==> config.mk <==
export PLATFORM = sky130hd
export DESIGN_NAME = ewma_run_to_run_controller
export DESIGN_NICKNAME = d
export VERILOG_FILES = /design/src/rtl/errc_pkg.sv /design/src/rtl/errc_seq.sv /design/src/rtl/errc_dp.sv /design/src/rtl/ewma_run_to_run_controller.sv
export SDC_FILE = /design/constraint.sdc
export NUM_CORES = 2
export LEC_CHECK = 0
export BUFFER_PORTS_ARGS = -buffer_cell sky130_fd_sc_hd__buf_2
export CORE_ASPECT_RATIO = 2
export CORE_MARGIN = 2
export CORE_UTILIZATION = 54
export CTS_CLUSTER_DIAMETER = 30
export DETAILED_ROUTE_END_ITERATION = 8
export PLACE_DENSITY = 0.79
export SLEW_MARGIN = 10
export SYNTH_ARGS = -nofsm -noshare
export SYNTH_HDL_FRONTEND = slang
export SYNTH_SLANG_ARGS = --single-unit
==> constraint.sdc <==
create_clock -name clk -period 9.9 [get_ports clk]
set_input_delay 0.495 -clock clk [delete_from_list [all_inputs] [get_ports clk]]
set_output_delay 0.495 -clock clk [all_outputs]
set_load 0.005 [all_outputs]
==> src/rtl/errc_pkg.sv <==
// ----------------------------------------------------------------------------
// errc_pkg
// Constants, register map, control words and microcode table of the
// EWMA / double EWMA run-to-run controller.
// ----------------------------------------------------------------------------
package errc_pkg;

    localparam int VALUE_WIDTH_DEF   = 24;
    localparam int FRACTION_BITS_DEF = 16;
    localparam int GAIN_W            = 24;
    localparam int CFG_DATA_W        = 32;
    localparam int CFG_IDX_W         = 3;
    localparam int PC_W              = 3;

    localparam logic [CFG_IDX_W-1:0] REG_MODE       = 3'd0;
    localparam logic [CFG_IDX_W-1:0] REG_TARGET     = 3'd1;
    localparam logic [CFG_IDX_W-1:0] REG_SMOOTHING  = 3'd2;
    localparam logic [CFG_IDX_W-1:0] REG_TREND_GAIN = 3'd3;
    localparam logic [CFG_IDX_W-1:0] REG_CONV_LIMIT = 3'd4;

    localparam logic       RST_MODE       = 1'b1;
    localparam int         RST_TARGET     = 56320;
    localparam int         RST_SMOOTHING  = 19661;
    localparam int         RST_TREND_GAIN = 28087;
    localparam int         RST_CONV_LIMIT = 1024;

    localparam logic [1:0] OP_LOAD = 2'd0;
    localparam logic [1:0] OP_MUL  = 2'd1;
    localparam logic [1:0] OP_UPD  = 2'd2;
    localparam logic [1:0] OP_FIN  = 2'd3;

    localparam logic [PC_W-1:0] PC_LOAD = 3'd0;
    localparam logic [PC_W-1:0] PC_MUL1 = 3'd1;
    localparam logic [PC_W-1:0] PC_UPD1 = 3'd2;
    localparam logic [PC_W-1:0] PC_MUL2 = 3'd3;
    localparam logic [PC_W-1:0] PC_UPD2 = 3'd4;
    localparam logic [PC_W-1:0] PC_MUL3 = 3'd5;
    localparam logic [PC_W-1:0] PC_FIN  = 3'd6;

    typedef struct packed {
        logic [1:0]      op;
        logic            a_gain;
        logic            upd_z2;
        logic            jmp_ewma;
        logic [PC_W-1:0] jmp_addr;
    } cw_t;

    typedef struct packed {
        logic       take;
        logic       step;
        logic [1:0] op;
        logic       a_gain;
        logic       upd_z2;
    } ctrl_t;

    function automatic cw_t rom_word(input logic [PC_W-1:0] pc);
        cw_t w;
        w = '{op: OP_FIN, a_gain: 1'b0, upd_z2: 1'b0, jmp_ewma: 1'b0, jmp_addr: PC_FIN};
        unique case (pc)
            PC_LOAD: w.op = OP_LOAD;
            PC_MUL1: w.op = OP_MUL;
            PC_UPD1:
            begin
                w.op       = OP_UPD;
                w.jmp_ewma = 1'b1;
            end
            PC_MUL2: w.op = OP_MUL;
            PC_UPD2:
            begin
                w.op     = OP_UPD;
                w.upd_z2 = 1'b1;
            end
            PC_MUL3:
            begin
                w.op     = OP_MUL;
                w.a_gain = 1'b1;
            end
            PC_FIN:  w.op = OP_FIN;
            default: w.op = OP_FIN;
        endcase
        return w;
    endfunction

endpackage

==> src/rtl/errc_seq.sv <==
// ----------------------------------------------------------------------------
// errc_seq
// Microcode sequencer: step counter, table fetch and conditional jump.
// ----------------------------------------------------------------------------
module errc_seq
    import errc_pkg::*;
(
    input  logic  clk,
    input  logic  rst_n,
    input  logic  meas_valid,
    output logic  meas_ready,
    input  logic  mode,
    input  logic  stall,
    output ctrl_t ctrl
);

    logic            busy_reg;
    logic            busy_next;
    logic [PC_W-1:0] pc_reg;
    logic [PC_W-1:0] pc_next;
    cw_t             cw;
    logic            take;
    logic            hold;

    assign cw         = rom_word(pc_reg);
    assign meas_ready = !busy_reg;
    assign take       = meas_valid && !busy_reg;
    assign hold       = (cw.op == OP_FIN) && stall;

    always_comb
    begin
        busy_next = busy_reg;
        pc_next   = pc_reg;
        if (take)
        begin
            busy_next = 1'b1;
            pc_next   = PC_LOAD;
        end
        else if (busy_reg && !hold)
        begin
            if (cw.op == OP_FIN)
                busy_next = 1'b0;
            else if (cw.jmp_ewma && !mode)
                pc_next = cw.jmp_addr;
            else
                pc_next = pc_reg + PC_W'(1);
        end
    end

    always_ff @(posedge clk or negedge rst_n)
    begin
        if (!rst_n)
        begin
            busy_reg <= 1'b0;
            pc_reg   <= PC_LOAD;
        end
        else
        begin
            busy_reg <= busy_next;
            pc_reg   <= pc_next;
        end
    end

    assign ctrl.take   = take;
    assign ctrl.step   = busy_reg && !hold;
    assign ctrl.op     = cw.op;
    assign ctrl.a_gain = cw.a_gain;
    assign ctrl.upd_z2 = cw.upd_z2;

endmodule

==> src/rtl/errc_dp.sv <==
// ----------------------------------------------------------------------------
// errc_dp
// Datapath: shared multiplier, smoother registers, lot statistics and the
// result register.
// ----------------------------------------------------------------------------
module errc_dp
    import errc_pkg::*;
#(
    parameter int VALUE_WIDTH   = VALUE_WIDTH_DEF,
    parameter int FRACTION_BITS = FRACTION_BITS_DEF
)
(
    input  logic                          clk,
    input  logic                          rst_n,
    input  ctrl_t                         ctrl,
    input  logic                          mode,
    input  logic signed [VALUE_WIDTH-1:0] target,
    input  logic [FRACTION_BITS:0]        smoothing,
    input  logic [GAIN_W-1:0]             trend_gain,
    input  logic [VALUE_WIDTH-2:0]        converge_limit,
    input  logic signed [VALUE_WIDTH-1:0] measured,
    input  logic                          last_run,
    input  logic                          res_ready,
    output logic                          res_valid,
    output logic signed [VALUE_WIDTH-1:0] correction,
    output logic signed [VALUE_WIDTH-1:0] run_error,
    output logic signed [VALUE_WIDTH-1:0] level_estimate,
    output logic signed [VALUE_WIDTH-1:0] trend_estimate,
    output logic [VALUE_WIDTH-2:0]        max_abs_error,
    output logic                          converged,
    output logic                          lot_done
);

    localparam int V  = VALUE_WIDTH;
    localparam int F  = FRACTION_BITS;
    localparam int AW = (F + 1 > GAIN_W) ? F + 1 : GAIN_W;
    localparam int OW = V + 1;
    localparam int PW = AW + V + 2;
    localparam int SW = AW + V + 3;

    localparam logic signed [SW-1:0] SAT_HI   = {{(SW-V+1){1'b0}}, {(V-1){1'b1}}};
    localparam logic signed [SW-1:0] SAT_LO   = {{(SW-V+1){1'b1}}, {(V-1){1'b0}}};
    localparam logic signed [SW-1:0] RND_HALF = {{(SW-F){1'b0}}, 1'b1, {(F-1){1'b0}}};
    localparam logic [F:0]           LAM_ONE  = {1'b1, {F{1'b0}}};

    function automatic logic signed [V-1:0] sat_v(input logic signed [SW-1:0] x);
        if (x > SAT_HI)
            return SAT_HI[V-1:0];
        else if (x < SAT_LO)
            return SAT_LO[V-1:0];
        else
            return x[V-1:0];
    endfunction

    function automatic logic signed [SW-1:0] rnd_f(input logic signed [PW-1:0] p);
        logic signed [SW-1:0] e;
        e = SW'(p) + RND_HALF;
        return e >>> F;
    endfunction

    logic signed [V-1:0]  meas_reg;
    logic                 last_reg;
    logic signed [V-1:0]  z1_reg, z1_next;
    logic signed [V-1:0]  z2_reg, z2_next;
    logic signed [V-1:0]  corr_reg, corr_next;
    logic [V-2:0]         peak_reg, peak_next;
    logic signed [OW-1:0] opnd_reg, opnd_next;
    logic signed [PW-1:0] prod_reg, prod_next;
    logic                 res_valid_reg, res_valid_next;

    logic [F:0]           lam;
    logic [AW-1:0]        mul_a;
    logic signed [V-1:0]  raw;
    logic signed [V-1:0]  upd_base;
    logic signed [V-1:0]  upd_val;
    logic signed [SW-1:0] level_w;
    logic signed [SW-1:0] trend_w;
    logic signed [V-1:0]  err;
    logic [V-1:0]         aerr_w;
    logic [V-2:0]         aerr;
    logic [V-2:0]         peak_new;
    logic signed [V-1:0]  corr_val;
    logic                 fin;

    assign lam       = (smoothing > LAM_ONE) ? LAM_ONE : smoothing;
    assign mul_a     = ctrl.a_gain ? AW'(trend_gain) : AW'(lam);
    assign prod_next = $signed({1'b0, mul_a}) * opnd_reg;

    assign raw      = sat_v(SW'(meas_reg) - SW'(corr_reg) - SW'(target));
    assign upd_base = ctrl.upd_z2 ? z2_reg : z1_reg;
    assign upd_val  = sat_v(SW'(upd_base) + rnd_f(prod_reg));

    assign level_w  = mode ? (SW'(z1_reg) + SW'(z1_reg) - SW'(z2_reg)) : SW'(z1_reg);
    assign trend_w  = mode ? rnd_f(prod_reg) : '0;
    assign corr_val = sat_v(-(level_w + trend_w));

    assign err      = sat_v(SW'(meas_reg) - SW'(target));
    assign aerr_w   = err[V-1] ? (~err + V'(1)) : err;
    assign aerr     = aerr_w[V-1] ? {(V-1){1'b1}} : aerr_w[V-2:0];
    assign peak_new = (aerr > peak_reg) ? aerr : peak_reg;

    assign fin = ctrl.step && (ctrl.op == OP_FIN);

    always_comb
    begin
        z1_next        = z1_reg;
        z2_next        = z2_reg;
        corr_next      = corr_reg;
        peak_next      = peak_reg;
        opnd_next      = opnd_reg;
        res_valid_next = res_valid_reg && !res_ready;
        if (ctrl.step)
        begin
            unique case (ctrl.op)
                OP_LOAD: opnd_next = OW'(raw) - OW'(z1_reg);
                OP_MUL:  opnd_next = opnd_reg;
                OP_UPD:
                begin
                    if (ctrl.upd_z2)
                    begin
                        z2_next   = upd_val;
                        opnd_next = OW'(z1_reg) - OW'(upd_val);
                    end
                    else
                    begin
                        z1_next   = upd_val;
                        opnd_next = OW'(upd_val) - OW'(z2_reg);
                    end
                end
                OP_FIN:
                begin
                    res_valid_next = 1'b1;
                    if (last_reg)
                    begin
                        z1_next   = '0;
                        z2_next   = '0;
                        corr_next = '0;
                        peak_next = '0;
                    end
                    else
                    begin
                        corr_next = corr_val;
                        peak_next = peak_new;
                    end
                end
                default: opnd_next = opnd_reg;
            endcase
        end
    end

    always_ff @(posedge clk or negedge rst_n)
    begin
        if (!rst_n)
        begin
            z1_reg        <= '0;
            z2_reg        <= '0;
            corr_reg      <= '0;
            peak_reg      <= '0;
            res_valid_reg <= 1'b0;
        end
        else
        begin
            z1_reg        <= z1_next;
            z2_reg        <= z2_next;
            corr_reg      <= corr_next;
            peak_reg      <= peak_next;
            res_valid_reg <= res_valid_next;
        end
    end

    always_ff @(posedge clk)
    begin
        if (ctrl.take)
        begin
            meas_reg <= measured;
            last_reg <= last_run;
        end
        opnd_reg <= opnd_next;
        if (ctrl.step && (ctrl.op == OP_MUL))
            prod_reg <= prod_next;
        if (fin)
        begin
            correction     <= corr_val;
            run_error      <= err;
            level_estimate <= sat_v(level_w);
            trend_estimate <= sat_v(trend_w);
            max_abs_error  <= peak_new;
            converged      <= aerr < converge_limit;
            lot_done       <= last_reg;
        end
    end

    assign res_valid = res_valid_reg;

endmodule

==> src/rtl/ewma_run_to_run_controller.sv <==
// ----------------------------------------------------------------------------
// ewma_run_to_run_controller
// The microcode program steps one shared multiplier through load, multiply,
// update and finish in EWMA mode; double EWMA mode adds a second multiply and
// update and a trend-gain multiply. Requests are taken only while idle.
// Reset: registers return to their defaults, smoothers and lot state clear.
// ----------------------------------------------------------------------------
module ewma_run_to_run_controller
    import errc_pkg::*;
#(
    parameter int VALUE_WIDTH   = VALUE_WIDTH_DEF,
    parameter int FRACTION_BITS = FRACTION_BITS_DEF
)
(
    input  logic                          clk,
    input  logic                          rst_n,
    input  logic                          cfg_valid,
    output logic                          cfg_ready,
    input  logic [CFG_IDX_W-1:0]          cfg_index,
    input  logic [CFG_DATA_W-1:0]         cfg_data,
    input  logic                          meas_valid,
    output logic                          meas_ready,
    input  logic signed [VALUE_WIDTH-1:0] measured,
    input  logic                          last_run,
    output logic                          res_valid,
    input  logic                          res_ready,
    output logic signed [VALUE_WIDTH-1:0] correction,
    output logic signed [VALUE_WIDTH-1:0] run_error,
    output logic signed [VALUE_WIDTH-1:0] level_estimate,
    output logic signed [VALUE_WIDTH-1:0] trend_estimate,
    output logic [VALUE_WIDTH-2:0]        max_abs_error,
    output logic                          converged,
    output logic                          lot_done
);

    logic                          mode_reg;
    logic signed [VALUE_WIDTH-1:0] target_reg;
    logic [FRACTION_BITS:0]        smoothing_reg;
    logic [GAIN_W-1:0]             trend_gain_reg;
    logic [VALUE_WIDTH-2:0]        conv_limit_reg;
    ctrl_t                         ctrl;
    logic                          stall;

    assign cfg_ready = 1'b1;
    assign stall     = res_valid && !res_ready;

    always_ff @(posedge clk or negedge rst_n)
    begin
        if (!rst_n)
        begin
            mode_reg       <= RST_MODE;
            target_reg     <= VALUE_WIDTH'(RST_TARGET);
            smoothing_reg  <= (FRACTION_BITS + 1)'(RST_SMOOTHING);
            trend_gain_reg <= GAIN_W'(RST_TREND_GAIN);
            conv_limit_reg <= (VALUE_WIDTH - 1)'(RST_CONV_LIMIT);
        end
        else if (cfg_valid && cfg_ready)
        begin
            unique case (cfg_index)
                REG_MODE:       mode_reg       <= cfg_data[0];
                REG_TARGET:     target_reg     <= cfg_data[VALUE_WIDTH-1:0];
                REG_SMOOTHING:  smoothing_reg  <= cfg_data[FRACTION_BITS:0];
                REG_TREND_GAIN: trend_gain_reg <= cfg_data[GAIN_W-1:0];
                REG_CONV_LIMIT: conv_limit_reg <= cfg_data[VALUE_WIDTH-2:0];
                default:        mode_reg       <= mode_reg;
            endcase
        end
    end

    errc_seq u_seq (
        .clk        (clk),
        .rst_n      (rst_n),
        .meas_valid (meas_valid),
        .meas_ready (meas_ready),
        .mode       (mode_reg),
        .stall      (stall),
        .ctrl       (ctrl)
    );

    errc_dp #(
        .VALUE_WIDTH   (VALUE_WIDTH),
        .FRACTION_BITS (FRACTION_BITS)
    ) u_dp (
        .clk            (clk),
        .rst_n          (rst_n),
        .ctrl           (ctrl),
        .mode           (mode_reg),
        .target         (target_reg),
        .smoothing      (smoothing_reg),
        .trend_gain     (trend_gain_reg),
        .converge_limit (conv_limit_reg),
        .measured       (measured),
        .last_run       (last_run),
        .res_ready      (res_ready),
        .res_valid      (res_valid),
        .correction     (correction),
        .run_error      (run_error),
        .level_estimate (level_estimate),
        .trend_estimate (trend_estimate),
        .max_abs_error  (max_abs_error),
        .converged      (converged),
        .lot_done       (lot_done)
    );

endmodule

Yosys cells after proc, flatten, opt, wreduce, memory -nomap -nowiden
Index checks and enable logic that the tools add are counted.
{"block": "op_classes", "n_addsub": 14, "n_mul": 1, "order_cmp": 15, "n_eq_ne": 16, "muxes": 40, "bitwise": 1, "reduce_logical": 31}
{"cell": "24-bit 2-to-1 mux", "count": 17}
{"cell": "51-bit by 24-bit greater-than comparator with 1-bit output, second input constant", "count": 6}
{"cell": "51-bit by 24-bit < comparator with 1-bit output, second input constant", "count": 6}
{"cell": "24-bit by 24-bit subtractor with 25-bit output", "count": 5}
{"cell": "51-bit 2-to-1 mux", "count": 2}
{"cell": "24-bit case mux with 2 select lines", "count": 2}
{"cell": "23-bit 2-to-1 mux", "count": 3}
{"cell": "25-bit by 24-bit subtractor with 26-bit output", "count": 2}
{"cell": "50-bit by 17-bit adder with 51-bit output, second input constant", "count": 1}
{"cell": "51-bit adder", "count": 1}
{"cell": "51-bit negation", "count": 1}
{"cell": "25-bit by 25-bit multiplier with 50-bit output", "count": 1}
{"cell": "25-bit case mux with 2 select lines", "count": 1}
{"cell": "24-bit by 35-bit adder with 36-bit output", "count": 1}
{"cell": "24-bit by 24-bit adder with 25-bit output", "count": 1}
{"cell": "25-bit 2-to-1 mux", "count": 1}
{"cell": "24-bit by 2-bit adder with 24-bit output, second input constant", "count": 1}
{"cell": "24-bit NOT", "count": 1}
{"cell": "23-bit greater-than comparator", "count": 1}
{"cell": "23-bit < comparator", "count": 1}
{"cell": "2-bit AND reduction", "count": 9}
{"cell": "17-bit greater-than comparator, second input constant", "count": 1}
{"cell": "17-bit 2-to-1 mux", "count": 1}
{"cell": "3-bit by 2-bit equality test with 1-bit output, second input constant", "count": 4}
{"cell": "18 further kinds", "count": 48}
{"block": "word_totals", "regBits": 410}

Depth between registers and ports, before layout
{"block": "logic_depth", "word_depth": 11, "mapped_depth": 39, "mapped_depth_nobuf": 35}

Cells and area by module
A second synthesis with hierarchy kept.
{"block": "unflattened", "cells_unflattened": 5633, "area_unflattened_um2": 51005.2}
{"mod": "errc_dp", "instances": 1, "cells_each": 5400, "area_per_inst_um2": 47052.6}
{"mod": "ewma_run_to_run_controller", "instances": 1, "cells_each": 196, "area_per_inst_um2": 3628.5}
{"mod": "errc_seq", "instances": 1, "cells_each": 37, "area_per_inst_um2": 324.1}

Worst setup path before layout
OpenSTA, ideal clock, no wires.
{"block": "synth_path", "path_kind": "register -> register", "start": "reg u_seq.pc_reg[1]", "end": "reg u_dp.prod_reg[49], data pin", "arrival_ns": 8.689, "t_required_ns": 9.639, "slack_ns": 0.950, "stages_incl_launch_ff": 35, "path_buffers": 3, "cell_sequence": "dfrtp_1 -> inv_1 -> ha_1 -> and2_1 -> clkbuf_1 -> a21oi_1 -> clkbuf_1 -> a22o_1 -> clkbuf_1 -> nand2_1 -> fa_1 -> inv_1 -> fa_1 -> inv_1 -> fa_1 -> fa_1 -> inv_1 -> fa_1 -> fa_1 -> inv_1 -> fa_1 -> inv_1 -> ha_1 -> nand2_1 -> o21bai_1 -> a21oi_1 -> o21ai_0 -> a22oi_1 -> nor3b_1 -> o211ai_1 -> o31ai_1 -> a21oi_1 -> o31ai_1 -> nor4b_1 -> a311o_1"}
{"block": "synth_between", "elab_chain_cells": 4}
{"item": "start: declaration", "line": "errc_seq.sv:19", "rtl": "logic [PC_W-1:0] pc_reg;"}
{"item": "start signal: assignment", "line": "errc_seq.sv:60", "rtl": "pc_reg <= pc_next;"}
{"item": "3-bit equality test", "line": "errc_pkg.sv:59", "rtl": "unique case (pc)"}
{"item": "1-bit 2-to-1 mux", "line": "errc_pkg.sv:59"}
{"item": "24-bit 2-to-1 mux", "line": "errc_dp.sv:86", "rtl": "assign mul_a = ctrl.a_gain ? AW'(trend_gain) : AW'(lam);"}
{"item": "25-bit by 25-bit multiplier with 50-bit output", "line": "errc_dp.sv:87", "rtl": "assign prod_next = $signed({1'b0, mul_a}) * opnd_reg;"}
{"item": "net u_dp.prod_next[49]", "line": "errc_dp.sv:68", "rtl": "logic signed [PW-1:0] prod_reg, prod_next;"}
{"item": "end signal: assignment", "line": "errc_dp.sv:180", "rtl": "prod_reg <= prod_next;"}
{"item": "end: declaration", "line": "errc_dp.sv:68"}
The timed path passes the listed nets, and every way through them passes these cells.
A chain may end at the register's enable or synchronous reset.

Worst setup path in the final report
Ends and elaborated chain as after synthesis.

==> flow_metrics.tcl <==
set metrics [dict create \
    outcome "complete, no violations" \
    grt_overflow 0 \
    busiest_layer "met2" \
    finalHoldViolations 0 \
    synth.distinct_cells 85 \
    syn_avg_cell_area_um2 9.05 \
    drtAntennaViolNets 0 \
    synth_ff_type "edfxtp_1" \
    dp_hpwl_um 133000 \
    post_cts_buffers 0 \
    num_vias 43200 \
    grt_pass1_wl_um 255000 \
    vias_per_cell 6.11 \
    ys_seq_area_share_pct 21.8 \
    final-setup-viol-count 0 \
    antenna_found_initial 26 \
    crit_top_cell "fa_1" \
    grt_setup_unrepaired "false" \
    start_util_pct 54.4 \
    largest_reg_flops 35 \
    synth_edf_count 206 \
    critPathKind "register to register" \
    place_ws_ns 0.513 \
    synth-seq-cells 395 \
    core_region_area_mm2 0.0925 \
    drt-pass1-iter-count 7 \
    fillCellCount 7821 \
    grt_max_degree 76 \
    dieHeight_um 436 \
    drive_gt1_share_pct 10.8 \
    clock_path_buffers 3 \
    timing.fmax_mhz 106 \
    port_buffers 179 \
    routedWlPerCell_um 23.6 \
    path_max_fanout 16 \
    gp_congestion 1.05 \
    wirelength_um 167000 \
    nets 6902 \
    period_share_pct 94.9 \
    syn2layout_area_growth_pct 11.1 \
    insertion_delay_ns 0.66 \
    grtUsageTotal_pct 35.7 \
    cp_slowest_cell "fa_1" \
    slew_headroom_pct 11.6 \
    grt_pass1_vias 45500 \
    io_pins 189 \
    met2_usage_pct 59.6 \
    max_stage_delay_ns 0.55 \
    clkTransAtPathRegs_ns 0.06 \
    clockRootBuffer "clkbuf_16" \
    syn_inst 5563 \
    num_rows 158 \
    ys_warn_count 0 \
    period_needed_ns 9.40 \
    numCtsBuffers 67 \
    synth-async-reset-ratio_pct 47.8 \
    grt_use_met3_pct 8.31 \
    critPathArrivalTime_ns 9.80 \
    numPlacedInstances 6908 \
    drv_cap 0 \
    tns_ns 0 \
    slew_violations 0 \
    h-tree-depth 3 \
    synth_nets 6673 \
    use_met1_pct 34.1 \
    drcViolationCount 0 \
    syn_area_mm2 0.0503 \
    fin_skew_ns 0.0394 \
    startpoint_type "register" \
    finalWorstSetupSlack_ns 0.502 \
    worstHoldPathType "input port to register" \
    cts_tree "yes" \
    die_area_mm2 0.0958 \
    stdcell_count 7068 \
    die_w_um 220 \
    cts_sinks 395 \
    endpoint_kind "register" \
    required_ns 10.31 \
    worstMarginPinSlew_ns 1.31 \
    drtIter0Drc 3150 \
]
==> cell type report <==
cell class | count | area, µm² | share of cell area [%]
Antenna cell | 22 | 55.1 | 0.0985
Clock buffer | 77 | 1780 | 3.18
Clock inverter | 46 | 543 | 0.972
Inverter | 812 | 3050 | 5.46
Multi-Input combinational cell | 4147 | 35600 | 63.7
Sequential cell | 395 | 10900 | 19.6
Tap cell | 1200 | 1500 | 2.69
Timing Repair Buffer | 369 | 2410 | 4.30
==> layout by cell type (no fill, tap or decap), types with 37 or more instances in the layout <==
master     instances
nand2b_1          59
nor2b_1           45
a211oi_1          37
a21oi_1          256
nand3_1           82
and2_1           334
buf_4            172
o21ai_0          324
nand2_1          627
a22o_1            60
edfxtp_1         206
a21o_1           109
mux2_2            58
buf_2            178
ha_1             512
xnor2_1          133
clkbuf_16         69
dfrtp_1          163
fa_1             533
xor2_1            90
nor3_1            85
inv_1            810
nor2_1           207
a22oi_1           37
o21a_1            52
==> logic make-up after synthesis <==
group / count (synthesis) / share of synthesized area, %
buf+inv: 1021 / 7.66
compound gates: 1166 / 15.1
mux: 77 / 1.68
other cells: 1 / 0.00745
fa+ha+maj: 1045 / 33.9
flops: 395 / 21.8
xor+xnor: 225 / 3.92
simple gates: 1633 / 15.9
==> per-layer routing <==
layer / share of wire (%) / routed length (µm) / vias up
met4: 13 / 22100 / 16
met1: 31 / 51400 / 21000
met5: 0.063 / 106 / -
met2: 49 / 81400 / 2066
li1: - / - / 19200
met3: 7.2 / 12100 / 968
==> Yosys cell counts (32+ instances only) <==
library cell / n / area [µm²]
inv_1: 811 / 3040
nand2_1: 627 / 2350
fa_1: 533 / 10700
ha_1: 512 / 6410
and2_1: 335 / 2100
o21ai_0: 327 / 1640
a21oi_1: 257 / 1290
nor2_1: 211 / 792
edfxtp_1: 206 / 6190
clkbuf_1: 200 / 751
dfrtp_1: 163 / 4080
xnor2_1: 135 / 1180
a21o_1: 109 / 818
xor2_1: 90 / 788
nor3_1: 88 / 440
nand3_1: 82 / 410
a22o_1: 60 / 526
nand2b_1: 59 / 369
mux2_2: 58 / 653
o21a_1: 52 / 390
nor2b_1: 45 / 282
a211oi_1: 37 / 278
a22oi_1: 37 / 278
nand4_1: 36 / 225
a31oi_1: 32 / 200
==> path summary, 6_finish.rpt <==
check	startpoint	end	slack, ns	cells past startpoint
worst max-delay path	u_seq.pc_reg[1]	u_dp.prod_reg[49]	0.50	33
worst min-delay path	measured[15]	u_dp.meas_reg[15]	0.02	1
worst max register to register	u_seq.pc_reg[1]	u_dp.prod_reg[49]	0.50	33
worst min register to register	u_dp.peak_reg[9]	u_dp.peak_reg[9]	0.49	2
max in group asynchronous	rst_n	u_dp.z1_reg[23]	7.31	4
min in group asynchronous	rst_n	target_reg[22]	0.42	2
==> repair_timing <==
item                                   4_1_cts  5_1_grt
hold buffers                                15        0
gates resized for setup                      0        0
endpoints found under the hold margin       78        0
==> metrics by stage <==
step           utilization, %  hold slack, ns  instance area (µm²)
4_1_cts                  60.4        0.000815                55800
5_1_grt                  60.4          0.0152                55800
6_report                 60.4          0.0214                55900
3_3_place_gp             57.7           0.468                53400
2_1_floorplan               -           0.199                50300
3_5_place_dp             57.7           0.473                53400
==> critical path, delay by kind of cell, from the launching register on <==
family                   cells  cell delay, ns
adder cells (fa/ha/maj)      9            4.04
AO/OA/AOI/OAI               10            2.67
buffers and inverters       10            1.30
AND/OR/NAND/NOR              4            0.69
flip-flops                   1            0.42
Power is not shown: default switching activity piles up to over one toggle a cycle in this logic, so the estimate is an artifact.
